`src/hw/rtl/bmpd_pkg.sv`:
```
// ----------------------------------------------------------------------------
// bmpd_pkg: shared types and constants for the BMP stream pixel decoder
// Item types for both channels, queue entry type, parse phases, header
// byte positions and result codes.
// ----------------------------------------------------------------------------
package bmpd_pkg;

	localparam int MAX_WIDTH  = 1024;
	localparam int MAX_HEIGHT = 1024;
	localparam int DIM_MAX    = (MAX_WIDTH > MAX_HEIGHT) ? MAX_WIDTH : MAX_HEIGHT;
	localparam int DIM_W      = $clog2(DIM_MAX + 1);
	localparam int IDX_W      = 20;

	localparam int QDEPTH = 4;
	localparam int QPTR_W = $clog2(QDEPTH);
	localparam int QCNT_W = $clog2(QDEPTH + 1);

	localparam logic [31:0] POS_OFFSET_LAST = 32'd13;
	localparam logic [31:0] POS_WIDTH_LAST  = 32'd21;
	localparam logic [31:0] POS_HEIGHT_LAST = 32'd25;
	localparam logic [31:0] POS_DEPTH_LAST  = 32'd29;
	localparam logic [31:0] POS_HEADER_LAST = 32'd53;
	localparam logic [31:0] POS_SATURATED   = 32'hFFFF_FFFF;

	localparam logic [15:0] BPP_32 = 16'd32;
	localparam logic [15:0] BPP_24 = 16'd24;

	localparam logic [1:0] LANE_TOP_32 = 2'd3;
	localparam logic [1:0] LANE_TOP_24 = 2'd2;
	localparam logic [3:0] MASK_32     = 4'hF;
	localparam logic [3:0] MASK_24     = 4'h7;

	localparam logic [1:0] ST_PIXEL     = 2'd0;
	localparam logic [1:0] ST_BAD_DEPTH = 2'd1;
	localparam logic [1:0] ST_TOO_BIG   = 2'd2;

	typedef enum logic [1:0] {
		PH_HEADER,
		PH_SKIP,
		PH_PIXEL,
		PH_DONE
	} phase_t;

	typedef struct packed {
		logic [7:0] file_byte;
		logic       file_start;
	} in_item_t;

	typedef struct packed {
		logic [1:0]       status;
		logic [IDX_W-1:0] pixel_index;
		logic [31:0]      pixel_value;
		logic [3:0]       lane_mask;
		logic             last_pixel;
	} out_item_t;

	typedef struct packed {
		logic [1:0]       status;
		logic [DIM_W-1:0] row;
		logic [DIM_W-1:0] col;
		logic [DIM_W-1:0] width;
		logic [31:0]      value;
		logic [3:0]       lane_mask;
		logic             last_pixel;
	} qentry_t;

	typedef struct packed {
		logic    valid;
		qentry_t entry;
	} push_t;

	typedef struct packed {
		logic    nonempty;
		qentry_t entry;
	} head_t;

endpackage

```
`src/hw/rtl/bmp_stream_pixel_decoder.sv`:
```
// ----------------------------------------------------------------------------
// bmp_stream_pixel_decoder: streaming BMP decoder, 24 and 32 bpp
// Parses the header from a byte stream, skips to the pixel data and emits
// one framebuffer write per pixel, or one error result per bad header.
//
//   channel  | valid       | stall       | payload
//   ---------+-------------+-------------+---------------------------------
//   bytes    | file_valid  | file_stall  | file_data  (in_item_t)
//   pixels   | pixel_valid | pixel_stall | pixel_data (out_item_t)
//
// One byte is taken every cycle while file_stall is low; a result passes through
// the queue write and the output register that holds the computed index before
// it is offered.
// file_stall rises only while the four-entry queue is full, which happens
// when pixel_stall holds results back.
// Reset clears all parse state; the first byte after reset is file byte 0.
// ----------------------------------------------------------------------------
module bmp_stream_pixel_decoder (
	input  logic                clk,
	input  logic                arst_n,
	input  logic                file_valid,
	output logic                file_stall,
	input  bmpd_pkg::in_item_t  file_data,
	output logic                pixel_valid,
	input  logic                pixel_stall,
	output bmpd_pkg::out_item_t pixel_data
);
	import bmpd_pkg::*;

	push_t push;
	head_t head;
	logic  q_full;
	logic  pop;

	bmpd_front u_front (
		.clk        (clk),
		.arst_n     (arst_n),
		.file_valid (file_valid),
		.file_stall (file_stall),
		.file_data  (file_data),
		.q_full     (q_full),
		.push       (push)
	);

	bmpd_queue u_queue (
		.clk    (clk),
		.arst_n (arst_n),
		.push   (push),
		.full   (q_full),
		.head   (head),
		.pop    (pop)
	);

	bmpd_back u_back (
		.clk         (clk),
		.arst_n      (arst_n),
		.head        (head),
		.pop         (pop),
		.pixel_valid (pixel_valid),
		.pixel_stall (pixel_stall),
		.pixel_data  (pixel_data)
	);

endmodule

```
`src/hw/rtl/bmpd_front.sv`:
```
// ----------------------------------------------------------------------------
// bmpd_front: header parser and pixel assembler
// Takes one file byte per cycle unless the queue is full, tracks header fields,
// offset skip, row padding and pixel counters, and pushes finished requests to the queue.
// ----------------------------------------------------------------------------
module bmpd_front (
	input  logic               clk,
	input  logic               arst_n,
	input  logic               file_valid,
	output logic               file_stall,
	input  bmpd_pkg::in_item_t file_data,
	input  logic               q_full,
	output bmpd_pkg::push_t    push
);
	import bmpd_pkg::*;

	logic [31:0]      pos_q, hshift_q, offset_q;
	logic [DIM_W-1:0] width_q, height_q, row_q, col_q;
	logic             wbig_q, hbig_q, depth32_q;
	phase_t           phase_q;
	logic [1:0]       lane_q, rbc_q;
	logic [31:0]      asm_q;

	logic [31:0]      pos_c, hshift_c, offset_c;
	logic [DIM_W-1:0] width_c, height_c, row_c, col_c;
	logic             wbig_c, hbig_c, depth32_c;
	phase_t           phase_c;
	logic [1:0]       lane_c, rbc_c;
	logic [31:0]      asm_c;

	logic [31:0]      pos_n, hshift_n, offset_n;
	logic [DIM_W-1:0] width_n, height_n, row_n, col_n;
	logic             wbig_n, hbig_n, depth32_n;
	phase_t           phase_n;
	logic [1:0]       lane_n, rbc_n;
	logic [31:0]      asm_n;

	logic             accept, start;
	logic [7:0]       b;
	logic [31:0]      hs_new, asm_new;
	logic [15:0]      bpp;
	logic             depth_ok, size_bad, empty_img, in_pixel, pad, pix_done;
	logic             row_end, last;
	logic [1:0]       lane_top, lane_sel;
	logic [DIM_W:0]   col_inc;
	logic             push_c;
	qentry_t          entry_c;

	assign start      = file_data.file_start;
	assign b          = file_data.file_byte;
	assign file_stall = q_full;
	assign accept     = file_valid && !q_full;

	always_comb begin
		if (start) begin
			pos_c     = '0;
			hshift_c  = '0;
			offset_c  = '0;
			width_c   = '0;
			height_c  = '0;
			wbig_c    = 1'b0;
			hbig_c    = 1'b0;
			depth32_c = 1'b0;
			phase_c   = PH_HEADER;
			row_c     = '0;
			col_c     = '0;
			lane_c    = '0;
			rbc_c     = '0;
			asm_c     = '0;
		end else begin
			pos_c     = pos_q;
			hshift_c  = hshift_q;
			offset_c  = offset_q;
			width_c   = width_q;
			height_c  = height_q;
			wbig_c    = wbig_q;
			hbig_c    = hbig_q;
			depth32_c = depth32_q;
			phase_c   = phase_q;
			row_c     = row_q;
			col_c     = col_q;
			lane_c    = lane_q;
			rbc_c     = rbc_q;
			asm_c     = asm_q;
		end
	end

	assign hs_new    = {b, hshift_c[31:8]};
	assign bpp       = hs_new[31:16];
	assign depth_ok  = (bpp == BPP_32) || (bpp == BPP_24);
	assign size_bad  = wbig_c || hbig_c;
	assign empty_img = (width_c == '0) || (height_c == '0);
	assign in_pixel  = (phase_c == PH_PIXEL) || ((phase_c == PH_SKIP) && (pos_c >= offset_c));
	assign pad       = (col_c == '0) && (lane_c == 2'd0) && (rbc_c != 2'd0);
	assign lane_top  = depth32_c ? LANE_TOP_32 : LANE_TOP_24;
	assign lane_sel  = lane_top - lane_c;
	assign asm_new   = asm_c | (32'(b) << {lane_sel, 3'b000});
	assign pix_done  = in_pixel && !pad && (lane_c == lane_top);
	assign col_inc   = {1'b0, col_c} + 1'b1;
	assign row_end   = (col_inc == {1'b0, width_c});
	assign last      = row_end && (row_c == '0);

	always_comb begin
		phase_n = phase_c;
		case (phase_c)
			PH_HEADER: begin
				if (pos_c == POS_DEPTH_LAST) begin
					if (size_bad || !depth_ok) phase_n = PH_DONE;
				end else if (pos_c == POS_HEADER_LAST) begin
					phase_n = empty_img ? PH_DONE : PH_SKIP;
				end
			end
			PH_SKIP: begin
				if (in_pixel) phase_n = PH_PIXEL;
			end
			PH_PIXEL: begin
				if (pix_done && last) phase_n = PH_DONE;
			end
			default: phase_n = phase_c;
		endcase
	end

	always_comb begin
		pos_n     = (pos_c == POS_SATURATED) ? pos_c : pos_c + 32'd1;
		hshift_n  = hshift_c;
		offset_n  = offset_c;
		width_n   = width_c;
		height_n  = height_c;
		wbig_n    = wbig_c;
		hbig_n    = hbig_c;
		depth32_n = depth32_c;
		row_n     = row_c;
		col_n     = col_c;
		lane_n    = lane_c;
		rbc_n     = rbc_c;
		asm_n     = asm_c;
		push_c    = 1'b0;
		entry_c   = '0;
		case (phase_c)
			PH_HEADER: begin
				hshift_n = hs_new;
				if (pos_c == POS_OFFSET_LAST) begin
					offset_n = hs_new;
				end else if (pos_c == POS_WIDTH_LAST) begin
					width_n = hs_new[DIM_W-1:0];
					wbig_n  = hs_new > 32'(MAX_WIDTH);
				end else if (pos_c == POS_HEIGHT_LAST) begin
					height_n = hs_new[DIM_W-1:0];
					hbig_n   = hs_new > 32'(MAX_HEIGHT);
				end else if (pos_c == POS_DEPTH_LAST) begin
					if (size_bad) begin
						push_c         = 1'b1;
						entry_c.status = ST_TOO_BIG;
					end else if (!depth_ok) begin
						push_c         = 1'b1;
						entry_c.status = ST_BAD_DEPTH;
					end else begin
						depth32_n = (bpp == BPP_32);
					end
				end else if (pos_c == POS_HEADER_LAST) begin
					row_n  = height_c - 1'b1;
					col_n  = '0;
					lane_n = '0;
					rbc_n  = '0;
					asm_n  = '0;
				end
			end
			PH_SKIP, PH_PIXEL: begin
				if (in_pixel) begin
					rbc_n = rbc_c + 2'd1;
					if (pix_done) begin
						push_c             = 1'b1;
						entry_c.status     = ST_PIXEL;
						entry_c.row        = row_c;
						entry_c.col        = col_c;
						entry_c.width      = width_c;
						entry_c.value      = asm_new;
						entry_c.lane_mask  = depth32_c ? MASK_32 : MASK_24;
						entry_c.last_pixel = last;
						lane_n             = '0;
						asm_n              = '0;
						if (row_end) begin
							col_n = '0;
							if (row_c != '0) row_n = row_c - 1'b1;
						end else begin
							col_n = col_inc[DIM_W-1:0];
						end
					end else if (!pad) begin
						lane_n = lane_c + 2'd1;
						asm_n  = asm_new;
					end
				end
			end
			default: push_c = 1'b0;
		endcase
	end

	assign push.valid = accept && push_c;
	assign push.entry = entry_c;

	always_ff @(posedge clk or negedge arst_n) begin
		if (!arst_n) begin
			pos_q     <= '0;
			hshift_q  <= '0;
			offset_q  <= '0;
			width_q   <= '0;
			height_q  <= '0;
			wbig_q    <= 1'b0;
			hbig_q    <= 1'b0;
			depth32_q <= 1'b0;
			phase_q   <= PH_HEADER;
			row_q     <= '0;
			col_q     <= '0;
			lane_q    <= '0;
			rbc_q     <= '0;
			asm_q     <= '0;
		end else if (accept) begin
			pos_q     <= pos_n;
			hshift_q  <= hshift_n;
			offset_q  <= offset_n;
			width_q   <= width_n;
			height_q  <= height_n;
			wbig_q    <= wbig_n;
			hbig_q    <= hbig_n;
			depth32_q <= depth32_n;
			phase_q   <= phase_n;
			row_q     <= row_n;
			col_q     <= col_n;
			lane_q    <= lane_n;
			rbc_q     <= rbc_n;
			asm_q     <= asm_n;
		end
	end

endmodule

```
`src/hw/rtl/bmpd_queue.sv`:
```
// ----------------------------------------------------------------------------
// bmpd_queue: request queue between parser and output stage
// Small FIFO that lets the parser keep taking bytes while results wait.
// ----------------------------------------------------------------------------
module bmpd_queue (
	input  logic            clk,
	input  logic            arst_n,
	input  bmpd_pkg::push_t push,
	output logic            full,
	output bmpd_pkg::head_t head,
	input  logic            pop
);
	import bmpd_pkg::*;

	qentry_t           mem_q [QDEPTH];
	logic [QPTR_W-1:0] wr_ptr_q, rd_ptr_q;
	logic [QCNT_W-1:0] count_q;

	assign full          = (count_q == QCNT_W'(QDEPTH));
	assign head.nonempty = (count_q != '0);
	assign head.entry    = mem_q[rd_ptr_q];

	always_ff @(posedge clk) begin
		if (push.valid) mem_q[wr_ptr_q] <= push.entry;
	end

	always_ff @(posedge clk or negedge arst_n) begin
		if (!arst_n) begin
			wr_ptr_q <= '0;
			rd_ptr_q <= '0;
			count_q  <= '0;
		end else begin
			if (push.valid) wr_ptr_q <= wr_ptr_q + 1'b1;
			if (pop) rd_ptr_q <= rd_ptr_q + 1'b1;
			case ({push.valid, pop})
				2'b10:   count_q <= count_q + 1'b1;
				2'b01:   count_q <= count_q - 1'b1;
				default: count_q <= count_q;
			endcase
		end
	end

endmodule

```
`src/hw/rtl/bmpd_back.sv`:
```
// ----------------------------------------------------------------------------
// bmpd_back: index computation and output register
// Pops one request per cycle while one waits and the output register is free or
// not stalled, forms row*width+col and holds the result until the downstream side takes it.
// ----------------------------------------------------------------------------
module bmpd_back (
	input  logic                clk,
	input  logic                arst_n,
	input  bmpd_pkg::head_t     head,
	output logic                pop,
	output logic                pixel_valid,
	input  logic                pixel_stall,
	output bmpd_pkg::out_item_t pixel_data
);
	import bmpd_pkg::*;

	logic                 valid_q;
	out_item_t            data_q;
	logic [2*DIM_W-1:0]   prod;
	logic [2*DIM_W:0]     sum;

	assign pop  = head.nonempty && (!valid_q || !pixel_stall);
	assign prod = head.entry.row * head.entry.width;
	assign sum  = {1'b0, prod} + (2*DIM_W+1)'(head.entry.col);

	assign pixel_valid = valid_q;
	assign pixel_data  = data_q;

	always_ff @(posedge clk) begin
		if (pop) begin
			data_q.status      <= head.entry.status;
			data_q.pixel_index <= IDX_W'(sum);
			data_q.pixel_value <= head.entry.value;
			data_q.lane_mask   <= head.entry.lane_mask;
			data_q.last_pixel  <= head.entry.last_pixel;
		end
	end

	always_ff @(posedge clk or negedge arst_n) begin
		if (!arst_n) begin
			valid_q <= 1'b0;
		end else if (pop) begin
			valid_q <= 1'b1;
		end else if (!pixel_stall) begin
			valid_q <= 1'b0;
		end
	end

endmodule

```
`config.mk`:
```
export PLATFORM = sky130hd
export DESIGN_NAME = bmp_stream_pixel_decoder
export DESIGN_NICKNAME = d
export VERILOG_FILES = /design/src/hw/rtl/bmpd_pkg.sv /design/src/hw/rtl/bmp_stream_pixel_decoder.sv /design/src/hw/rtl/bmpd_front.sv /design/src/hw/rtl/bmpd_queue.sv /design/src/hw/rtl/bmpd_back.sv
export SDC_FILE = /design/constraint.sdc
export NUM_CORES = 1
export LEC_CHECK = 0
export ABC_CLOCK_PERIOD_IN_PS = 8800
export BUFFER_PORTS_ARGS = -buffer_cell sky130_fd_sc_hd__clkbuf_2
export CORE_MARGIN = 2
export CORE_UTILIZATION = 50
export CTS_CLUSTER_DIAMETER = 100
export DETAILED_ROUTE_END_ITERATION = 16
export PLACE_DENSITY_LB_ADDON = 0.12
export SLEW_MARGIN = 20
export SYNTH_ARGS = -nofsm -noshare
export SYNTH_HDL_FRONTEND = slang
export SYNTH_SLANG_ARGS = --single-unit
```
`constraint.sdc`:
```
create_clock -name clk -period 8.8 [get_ports clk]
set_input_delay 1.76 -clock clk [delete_from_list [all_inputs] [get_ports clk]]
set_output_delay 1.76 -clock clk [all_outputs]
set_load 0.1 [all_outputs]
```
-- Yosys cells after proc, flatten, opt, wreduce, memory -nomap -nowiden
Memories as Yosys holds them, arrays and structs flattened.
Index checks and enable logic that the tools add are counted.
- flip-flop bits (word level): 240
- bits in latches: 0
- memory bits (writable): 288
- bits in read-only memories: 0
- input port bits: 13
- output and inout bits: 61
- word-level logic and storage cells: 205
- memories kept: 1
- add/sub/neg operators: 12
- multiply operators: 1
- divide/modulo/power cells: 0
- order comparisons: 2
- eq/ne operators: 16
- shift operators: 1
- mux-type cells: 116
- bitwise operators: 1
- reductions and logical operators: 32
- memories (name ; depth ; width ; rd ports ; clocked after Yosys merged registers in ; wr ports ; line ; source):
    u_queue.mem_q ; 4 ; 72 ; 1 ; 0 ; 1 ; bmpd_queue.sv:15 ; qentry_t mem_q [QDEPTH];
- operators by type and width (cell ; number):
    $mux 32 ; 16
    $mux 11 ; 28
    $mux 70 ; 2
    $eq 32x5->1 const B ; 3
    $mux 72 ; 1
    $pmux 32 s2 ; 1
    $mux 2 ; 28
    $logic_not 11->1 ; 4
    $pmux 11 s2 ; 2
    $add 32x1->32 const B ; 1
    $eq 32x32->1 const B ; 1
    $eq 32x4->1 const B ; 1
    $eq 32x6->1 const B ; 1
    $ge 32x32->1 ; 1
    $gt 32x11->1 const B ; 1
    $or 32x32->32 ; 1
    $shl 8x5->32 ; 1
    $mux 1 ; 31
    $sub 11x1->11 const B ; 2
    $add 20x11->20 ; 1
    $mul 11x11->20 ; 1
    $eq 16x5->1 const B ; 1
    $eq 16x6->1 const B ; 1
    $add 11x1->12 const B ; 1
    23 further kinds ; 50

-- Logic depth before layout (Yosys ltp)
Gate-level depths: netlist (run 1).
- word-level depth: 13
- depth in mapped cells: 24

-- Modules after synthesis
A second synthesis (run 1) with hierarchy kept.
- cell total of the unflattened synthesis: 2332
- area total of the unflattened synthesis: 27948.1 µm²
- by module, submodules not included (module ; instances ; cells an instance ; area an instance (µm²) ; sequential area each (µm²)):
    bmpd_front ; 1 ; 1369 ; 11229.5 ; 4329.2
    bmpd_queue ; 1 ; 409 ; 10784.1 ; 8823.5
    bmpd_back ; 1 ; 554 ; 5934.4 ; 1796.7

-- Worst setup path after synthesis (run 1)
No wires, ideal clock.
- path kind: input-to-reg
- start: input port file_data[0] (netlist name)
- end: memory u_queue.mem_q[0][0] (netlist name), enable pin
- arrival time: 6.869 ns
- slack: 1.495 ns
- stages: 16
- path buffers: 7
- path through: buf_2 -> buf_2 -> buf_2 -> clkbuf_1 -> clkbuf_1 -> clkbuf_1 -> nor2b_1 -> ha_1 -> nand4_1 -> or4_1 -> o2111ai_1 -> o21ai_1 -> o21ai_1 -> and2_1 -> clkbuf_1 -> and2_1
- word-level cells in the longest chain between the ends: 13
- ends and longest elaborated chain (what ; line ; source):
    start: declaration ; bmp_stream_pixel_decoder.sv:23 ; input bmpd_pkg::in_item_t file_data,
    parallel branches: the longest is 9 deep, another holds $ge 32x32->1 ; n/a ;
    $pmux 1 s2 * ; bmpd_front.sv:139 ; case (phase_c)
    $logic_and 1x1->1 * ; bmpd_front.sv:198 ; assign push.valid = accept && push_c;
    $mux 1 * ; bmpd_queue.sv:24 ; if (push.valid) mem_q[wr_ptr_q] <= push.entry;
    $mux 1 (not written as such) * ; bmpd_queue.sv:24 ;
    end: declaration ; bmpd_queue.sv:15 ;
Mark *: on every way between the ends. The select of a mux whose other input is x is not followed.

-- Final worst setup path (run 1)
- start: register u_queue.rd_ptr_q[0]
- end: register u_back.data_q, in the netlist u_back.pixel_data[55] (data pin)
- word-level cells in the longest chain between the ends: 3
- ends and longest elaborated chain (what ; line ; source):
    start: declaration ; bmpd_queue.sv:16 ; logic [QPTR_W-1:0] wr_ptr_q, rd_ptr_q;
    start signal: assignment ; bmpd_queue.sv:34 ; if (pop) rd_ptr_q <= rd_ptr_q + 1'b1;
    $mem_v2 4x72 * ; n/a ;
    $mul 11x11->20 ; bmpd_back.sv:23 ; assign prod = head.entry.row * head.entry.width;
    $add 20x11->20 * ; bmpd_back.sv:24 ; assign sum = {1'b0, prod} + (2*DIM_W+1)'(head.entry.col);
    net u_back.sum[18] ; bmpd_back.sv:20 ; logic [2*DIM_W:0] sum;
    end: declaration ; bmpd_back.sv:18 ; out_item_t data_q;
The timed path passes the listed nets; every way through them passes the cells marked *.
A chain may end at the register's enable or synchronous reset.

==> impl_metrics.py, run 1 <==
metrics = {
    "status": {
        "status": "finished, final reports clean",
    },
    "run": {
        "cap_violations": 0,
    },
    "floorplanning": {
        "start_util_pct": 50.3,
        "die_y_um": 239,
        "die-area_um2": 57000,
        "die_w_um": 239,
        "rows": 86,
        "ios": 74,
        "core_area_um2": 54800,
    },
    "placement": {
        "preCtsSetupSlack_ns": 1.92,
        "gp_congestion": 0.881,
        "placed_cell_area_um2": 28500,
        "hpwl_um": 42200,
        "port_buffers": 73,
    },
    "synth": {
        "ys_seq_area_share_pct": 53.2,
        "synth_xor_area_share_pct": 2.19,
        "synth_top_family_by_area": "simple AND/OR/NAND/NOR gates",
        "synth-compound-area-share_pct": 10.4,
        "postSynthAreaPerCell_um2": 12.1,
        "synthMuxAreaShare_pct": 6.11,
        "synth_seq_cells": 518,
        "synth.distinct_cells": 87,
        "synthCells": 2285,
        "synthAdderAreaFrac_pct": 11.2,
        "yosys_warnings": 0,
        "syn-cell-area_um2": 27500,
        "async_flop_share_pct": 34.9,
        "synth_edf_count": 337,
        "yosys.area_share.simple_pct": 12.3,
        "synth_flop_cell": "edfxtp_1",
        "syn_nets": 2489,
    },
    "global_route": {
        "first_global_vias": 18186,
        "grt-ovfl-total": 0,
        "grt_pass1_wl_um": 103000,
        "grt_usage_pct": 22.9,
        "antenna_found_initial": 0,
        "grt_max_degree": 141,
    },
    "timing": {
        "clock-skew-final_ns": 0.0277,
        "slew_headroom_pct": 28.9,
        "finalCriticalPeriod_ns": 6.87,
        "finalWorstSetupSlack_ns": 1.93,
        "setup_viol": 0,
        "hold_viol": 0,
        "holdWs_ns": 0.493,
        "timing.final.crit_share_pct": 78.1,
        "max_freq_mhz": 146,
        "rsz0062_at_grt": "no",
        "setup_tns_ns": 0,
        "tightest_slew_ns": 1.06,
        "maxSlewViolCount": 0,
    },
    "setup_path": {
        "r2r_cells": 20,
        "end_kind": "register",
        "setup.worst_path.class": "reg2reg",
        "startpoint_type": "register",
        "r2r_start": "u_queue.rd_ptr_q[0]$_DFFE_PN0P_",
        "timing.rr.end": "u_back.pixel_data[55]$_DFFE_PP_",
        "cp.arrival_ns": 7.23,
        "r2r_slack_ns": 1.93,
        "endpoint": "u_back.pixel_data[55]$_DFFE_PP_",
        "cp.required_ns": 9.16,
        "crit_fanout": 32,
        "crit_path_start": "u_queue.rd_ptr_q[0]$_DFFE_PN0P_",
    },
    "route": {
        "drc": 0,
        "wl_per_cell_um": 21.0,
        "num_vias": 17993,
        "vias_per_cell": 5.90,
        "postRouteAntennaNets": 0,
        "drtIter0Drc": 1363,
        "first_pass_iters": 5,
        "routed_wl_um": 64000,
    },
    "clocking": {
        "post_cts_buffers": 0,
        "cts_buffers": 55,
        "cts_tree": "done",
        "post_cts_resized": 0,
        "clockRootBuffer": "clkbuf_16",
        "max-clock-path-buffers": 3,
        "cts_hold_buf": 0,
        "clkTransAtPathRegs_ns": 0.06,
        "insertion_delay_ns": 0.62,
        "h-tree-depth": 2,
        "cts.sinks": 518,
    },
    "cells_and_area": {
        "layout.nets": 2502,
        "final_area_um2": 30300,
        "num_antenna_cells": 0,
        "drive_above_1_share_pct": 11.9,
        "fillerInstances": 4572,
        "syn2layout_area_growth_pct": 10.1,
    },
    "hold_path": {
        "hold_path_class": "reg2reg",
    },
}
## cell type report
class	instances	area (µm²)	share of cell area (%)
clock buffer	69	1430	4.71
clock inverter	34	419	1.38
inverter	181	679	2.24
multi-input combinational	1445	11700	38.6
sequential	518	14700	48.3
tap	704	881	2.91
timing repair buffer	97	567	1.87
## registers in the layout (all words and copies together), names as in the netlist, 2 cells and up
signal and flops:
u_front.phase_q 2, u_front.row_q 11, u_back.pixel_data 57, u_front.asm_q 32, u_queue.rd_ptr_q 2, u_front.rbc_q 2, u_queue.wr_ptr_q 2, u_front.offset_q 32
u_front.pos_q 32, u_queue.count_q 3, u_queue.mem_q 280, u_front.height_q 11, u_front.width_q 11, u_front.lane_q 2, u_front.hshift_q 24, u_front.col_q 11
## critical path: stages, from the launching register on
cell	delay (ns)
dfrtp_4	0.86
mux4_2	0.71
and2_1	0.23
fa_1	0.53
inv_1	0.05
fa_1	0.52
inv_1	0.05
fa_1	0.51
fa_1	0.56
inv_1	0.06
fa_1	0.52
inv_1	0.04
ha_1	0.35
and2_1	0.21
a31oi_1	0.15
o31ai_1	0.12
o211a_1	0.28
and4_1	0.21
a2111o_1	0.37
a21oi_1	0.17
xnor2_1	0.08
## cells in the mapped netlist (21+ instances only)
master / n / area, µm²
and3_1: 21 / 131
a22oi_1: 85 / 638
dfrtp_1: 181 / 4530
xor2_1: 26 / 228
nor4_1: 23 / 144
o21ai_0: 76 / 380
o21ai_1: 30 / 150
a21oi_1: 63 / 315
nor2b_1: 37 / 231
edfxtp_1: 337 / 10100
ha_1: 100 / 1250
fa_1: 91 / 1820
a22o_1: 40 / 350
nor3_1: 38 / 190
nand3_1: 33 / 165
and2_1: 78 / 488
clkbuf_1: 99 / 372
nor2_1: 102 / 383
nand2_1: 260 / 976
nand4_1: 24 / 150
xnor2_1: 43 / 377
inv_1: 179 / 672
mux4_2: 70 / 1580
## per-layer routing
layer	up-vias	part of all wire [%]	wire [µm]	global-route usage, %
met2	484	48	30800	37.6
met5	-	0	0	0
met1	9094	45	28600	32.3
li1	8313	-	-	-
met3	102	4.6	2970	2.86
met4	0	2.5	1610	6.70
## worst min-delay path by stage
stage / from / to / cells after the start
final: u_queue.count_q[2]$_DFFE_PN0P_ / u_queue.count_q[2]$_DFFE_PN0P_ / 1
after global routing: u_front.asm_q[17]$_DFFE_PN0P_ / u_front.asm_q[17]$_DFFE_PN0P_ / 1
after detailed placement: u_front.asm_q[19]$_DFFE_PN0P_ / u_front.asm_q[19]$_DFFE_PN0P_ / 1
after floorplan: u_front.pos_q[0]$_DFFE_PN0P_ / u_front.pos_q[0]$_DFFE_PN0P_ / 2
after global placement: u_front.pos_q[0]$_DFFE_PN0P_ / u_front.pos_q[0]$_DFFE_PN0P_ / 2
after CTS: u_queue.count_q[2]$_DFFE_PN0P_ / u_queue.count_q[2]$_DFFE_PN0P_ / 1
## cells in the final DEF, fill, tap and decap left out, types with 10 or more instances in the layout
| cell type | instances |
|---|---|
| xnor2_1 | 43 |
| clkbuf_2 | 71 |
| o21ai_0 | 76 |
| clkbuf_1 | 14 |
| clkinv_1 | 15 |
| ha_1 | 100 |
| a32o_1 | 11 |
| o211ai_1 | 11 |
| nor3_1 | 37 |
| inv_1 | 177 |
| nand2_1 | 260 |
| nor2b_1 | 36 |
| edfxtp_1 | 337 |
| a21o_1 | 10 |
| clkbuf_16 | 55 |
| nor2_1 | 101 |
| dfrtp_1 | 179 |
| a22o_1 | 40 |
| o21ai_1 | 29 |
| and3_1 | 21 |
| a22oi_1 | 85 |
| xor2_1 | 26 |
| fa_1 | 91 |
| o22ai_1 | 16 |
| a21oi_1 | 62 |
| nand4_1 | 24 |
| buf_4 | 24 |
| mux4_2 | 70 |
| nand3_1 | 33 |
| and2_1 | 74 |
| nor4_1 | 22 |
| or3_1 | 12 |
## metrics by stage
step / instances / util [%]
after floorplan: 2285 / -
after global placement: 2945 / 52.0
after detailed placement: 2945 / 52.0
after CTS: 3048 / 55.3
after global routing: 3048 / 55.4
final: 3048 / 55.4
## kinds of logic (layout without fill, tap and decap cells)
family | after synthesis | after routing
flops | 518 | 518
mux | 80 | 80
xor+xnor | 69 | 69
compound gates | 421 | 421
buf+inv | 322 | 381
fa+ha+maj | 191 | 191
simple gates | 684 | 684
Power of run 1 is left out: the tool's default activity adds up to more than one toggle a clock period on the data nets, which glitch-free logic cannot reach.
==> inputs of run 2 (changes only) <==
ABC_AREA = 1   (was unset)
ABC_CLOCK_PERIOD_IN_PS = 6300   (was 8800)
clock period = 6.3 ns   (was 8.8 ns; I/O delays follow)
==> impl_metrics.py, run 2 <==
metrics = {
    "global_route": {
        "first_global_vias": 23008,
        "grt_usage_pct": 25.5,
        "antenna_found_initial": 0,
        "grt_pass1_wl_um": 126000,
        "grt_max_degree": 101,
        "grt-ovfl-total": 0,
    },
    "floorplanning": {
        "ios": 74,
        "rows": 89,
        "die-area_um2": 61900,
        "core_area_um2": 59100,
        "die_w_um": 249,
        "start_util_pct": 50.6,
        "die_y_um": 249,
    },
    "synth": {
        "synth_largest_area_cell": "edfxtp_1",
        "syn-cell-area_um2": 29900,
        "synthMuxAreaShare_pct": 0.0376,
        "postSynthAreaPerCell_um2": 8.91,
        "synth_xor_area_share_pct": 2.11,
        "synthTopCellsByArea": "edfxtp_1 (34%), dfrtp_1 (15%), nand2_1 (8.7%), fa_1 (6.1%), nor2_1 (5.5%)",
        "yosys_warnings": 0,
        "ys_top_cells_by_count": "nand2_1 (697), nor2_1 (438), inv_1 (394), edfxtp_1 (337), o21ai_0 (252)",
        "synth_edf_count": 337,
        "synth-compound-area-share_pct": 11.9,
        "synthAdderAreaFrac_pct": 10.3,
        "synthCells": 3360,
        "ys_seq_area_share_pct": 48.9,
        "yosysMostFrequentCell": "nand2_1",
        "yosys.area_share.simple_pct": 19.2,
        "synth_seq_cells": 518,
        "synth_top_family_by_area": "simple AND/OR/NAND/NOR gates",
        "synth.distinct_cells": 57,
        "async_flop_share_pct": 34.9,
        "synth_top_area_share_pct": 33.8,
        "synth_flop_cell": "edfxtp_1",
        "syn_nets": 3564,
    },
    "setup_path": {
        "crit_path_start": "u_queue.rd_ptr_q[0]$_DFFE_PN0P_",
        "end_kind": "register",
        "endpoint": "u_back.pixel_data[55]$_DFFE_PP_",
        "r2r_slack_ns": 0.39,
        "r2r_start": "u_queue.rd_ptr_q[0]$_DFFE_PN0P_",
        "startpoint_type": "register",
        "cp.arrival_ns": 6.30,
        "cp.required_ns": 6.69,
        "setup.worst_path.class": "reg2reg",
        "r2r_cells": 24,
        "timing.rr.end": "u_back.pixel_data[55]$_DFFE_PP_",
        "crit_fanout": 32,
    },
    "cells_and_area": {
        "drive_above_1_share_pct": 9.48,
        "seq_area_um2": 14700,
        "num_antenna_cells": 0,
        "fillerInstances": 5211,
        "layout.nets": 3605,
        "mostFrequentLayoutCell": "nand2_1",
        "syn2layout_area_growth_pct": 11.6,
        "multi_input_area_um2": 13100,
        "post-route-util_pct": 56.5,
        "largest_reg_flops": 280,
        "regMostFlops": "u_queue.mem_q",
        "final_cell_mix": "nand2_1 (697), nor2_1 (433), inv_1 (391)",
    },
    "timing": {
        "rsz0062_at_grt": "no",
        "timing.final.crit_share_pct": 93.8,
        "hold_viol": 0,
        "maxSlewViolCount": 0,
        "max_freq_mhz": 169,
        "clock-skew-final_ns": 0.0697,
        "setup_viol": 0,
        "slew_headroom_pct": 10.8,
        "tightest_slew_ns": 1.30,
        "finalCriticalPeriod_ns": 5.91,
    },
    "clocking": {
        "cts_buffers": 58,
        "post_cts_buffers": 0,
        "insertion_delay_ns": 0.67,
        "cts_tree": "done",
        "clockRootBuffer": "clkbuf_16",
        "clkTransAtPathRegs_ns": 0.06,
        "h-tree-depth": 2,
        "post_cts_resized": 0,
        "cts.sinks": 518,
        "cts_hold_buf": 0,
        "max-clock-path-buffers": 3,
    },
    "status": {
        "violations": "design-rule violations",
        "status": "complete, but fails checks",
    },
    "hold_path": {
        "hold_path_class": "reg2reg",
    },
    "placement": {
        "port_buffers": 73,
        "hpwl_um": 52900,
        "gp_congestion": 0.917,
    },
    "route": {
        "drc": 9,
        "routed_wl_um": 79000,
        "drtIter0Drc": 1861,
        "first_pass_iters": 12,
        "postRouteAntennaNets": 0,
        "wl_per_cell_um": 18.7,
        "vias_per_cell": 5.55,
        "num_vias": 23449,
    },
    "run": {
        "cap_violations": 0,
    },
}
==> run 2: cell count changes after synthesis, sizes merged, moves of 34 or more <==
cell / change
nand2: +457
mux4: -70
o21ai: +171
and2: -78
nand3: +80
a22o: -40
o211ai: +34
a21oi: +126
a22oi: -84
nor2b: -36
inv: +228
nor2: +349
==> run 2: layout make-up <==
| class | instances | area share [%] |
|---|---|---|
| clock buffers | 69 | 4.65 |
| well taps | 773 | 2.90 |
| flip-flops and latches | 518 | 43.9 |
| clock inverters | 41 | 1.79 |
| inverters | 409 | 4.66 |
| repair buffers | 138 | 2.94 |
| multi-input cells | 2276 | 39.2 |
==> run 2: routing by layer <==
layer / track usage [%] / wire length [µm] / share of wire (%) / up-vias
met4: 6.70 / 1690 / 2.1 / 0
met3: 2.72 / 4220 / 5.3 / 112
met2: 41.3 / 36600 / 46 / 710
li1: - / - / - / 11246
met1: 36.8 / 36500 / 46 / 11381
met5: 0 / 0 / 0 / -
==> run 2: how the worst min path moves through the flow <==
stage	from	endpoint	cells after the start
finish	u_front.asm_q[2]$_DFFE_PN0P_	u_front.asm_q[2]$_DFFE_PN0P_	2
global route	u_front.height_q[6]$_DFFE_PN0P_	u_front.height_q[6]$_DFFE_PN0P_	2
CTS	u_front.row_q[8]$_DFFE_PN0P_	u_front.row_q[8]$_DFFE_PN0P_	2
detailed placement	u_front.lane_q[0]$_DFFE_PN0P_	u_front.lane_q[0]$_DFFE_PN0P_	2
global placement	u_front.row_q[3]$_DFFE_PN0P_	u_front.row_q[3]$_DFFE_PN0P_	2
floorplan	u_front.col_q[10]$_DFFE_PN0P_	u_front.col_q[10]$_DFFE_PN0P_	2
==> run 2: worst max-delay path: stages, from the launching register on <==
cell and delay, ns:
dfrtp_4 0.57, clkinv_8 0.16, buf_4 0.16, nand2_1 0.05, a32oi_1 0.33, buf_4 0.23
nand2_1 0.07, fa_1 0.38, fa_1 0.48, fa_1 0.49, inv_1 0.05, fa_1 0.53
inv_1 0.05, fa_1 0.52, inv_1 0.04, ha_1 0.35, nand2_1 0.07, o21ai_1 0.23
a21oi_1 0.11, o21bai_1 0.27, nand3_1 0.12, nand2_1 0.13, nand4_1 0.11, nand2_1 0.09
xor2_1 0.06
==> run 2: cell families after synthesis <==
kind of cell,count (synthesis)
XOR/XNOR,72
adder cells (fa/ha/maj),191
AND/OR/NAND/NOR,1389
flip-flops,518
buffers and inverters,566
AO/OA/AOI/OAI,623
multiplexers,1
==> run 2: through the flow <==
stage	setup slack (ns)	cell area [µm²]	setup TNS [ns]	hold slack (ns)	instances
2_1_floorplan	-0.148	30000	-41.40	0.449	3360
3_5_place_dp	0.0560	31200	0	0.465	4113
4_1_cts	0.0280	33300	0	0.482	4223
3_3_place_gp	0.138	31200	0	0.462	4113
6_report	0.390	33400	0	0.480	4224
5_1_grt	0.0265	33400	0	0.495	4224
Power of run 2 is left out for the same reason.
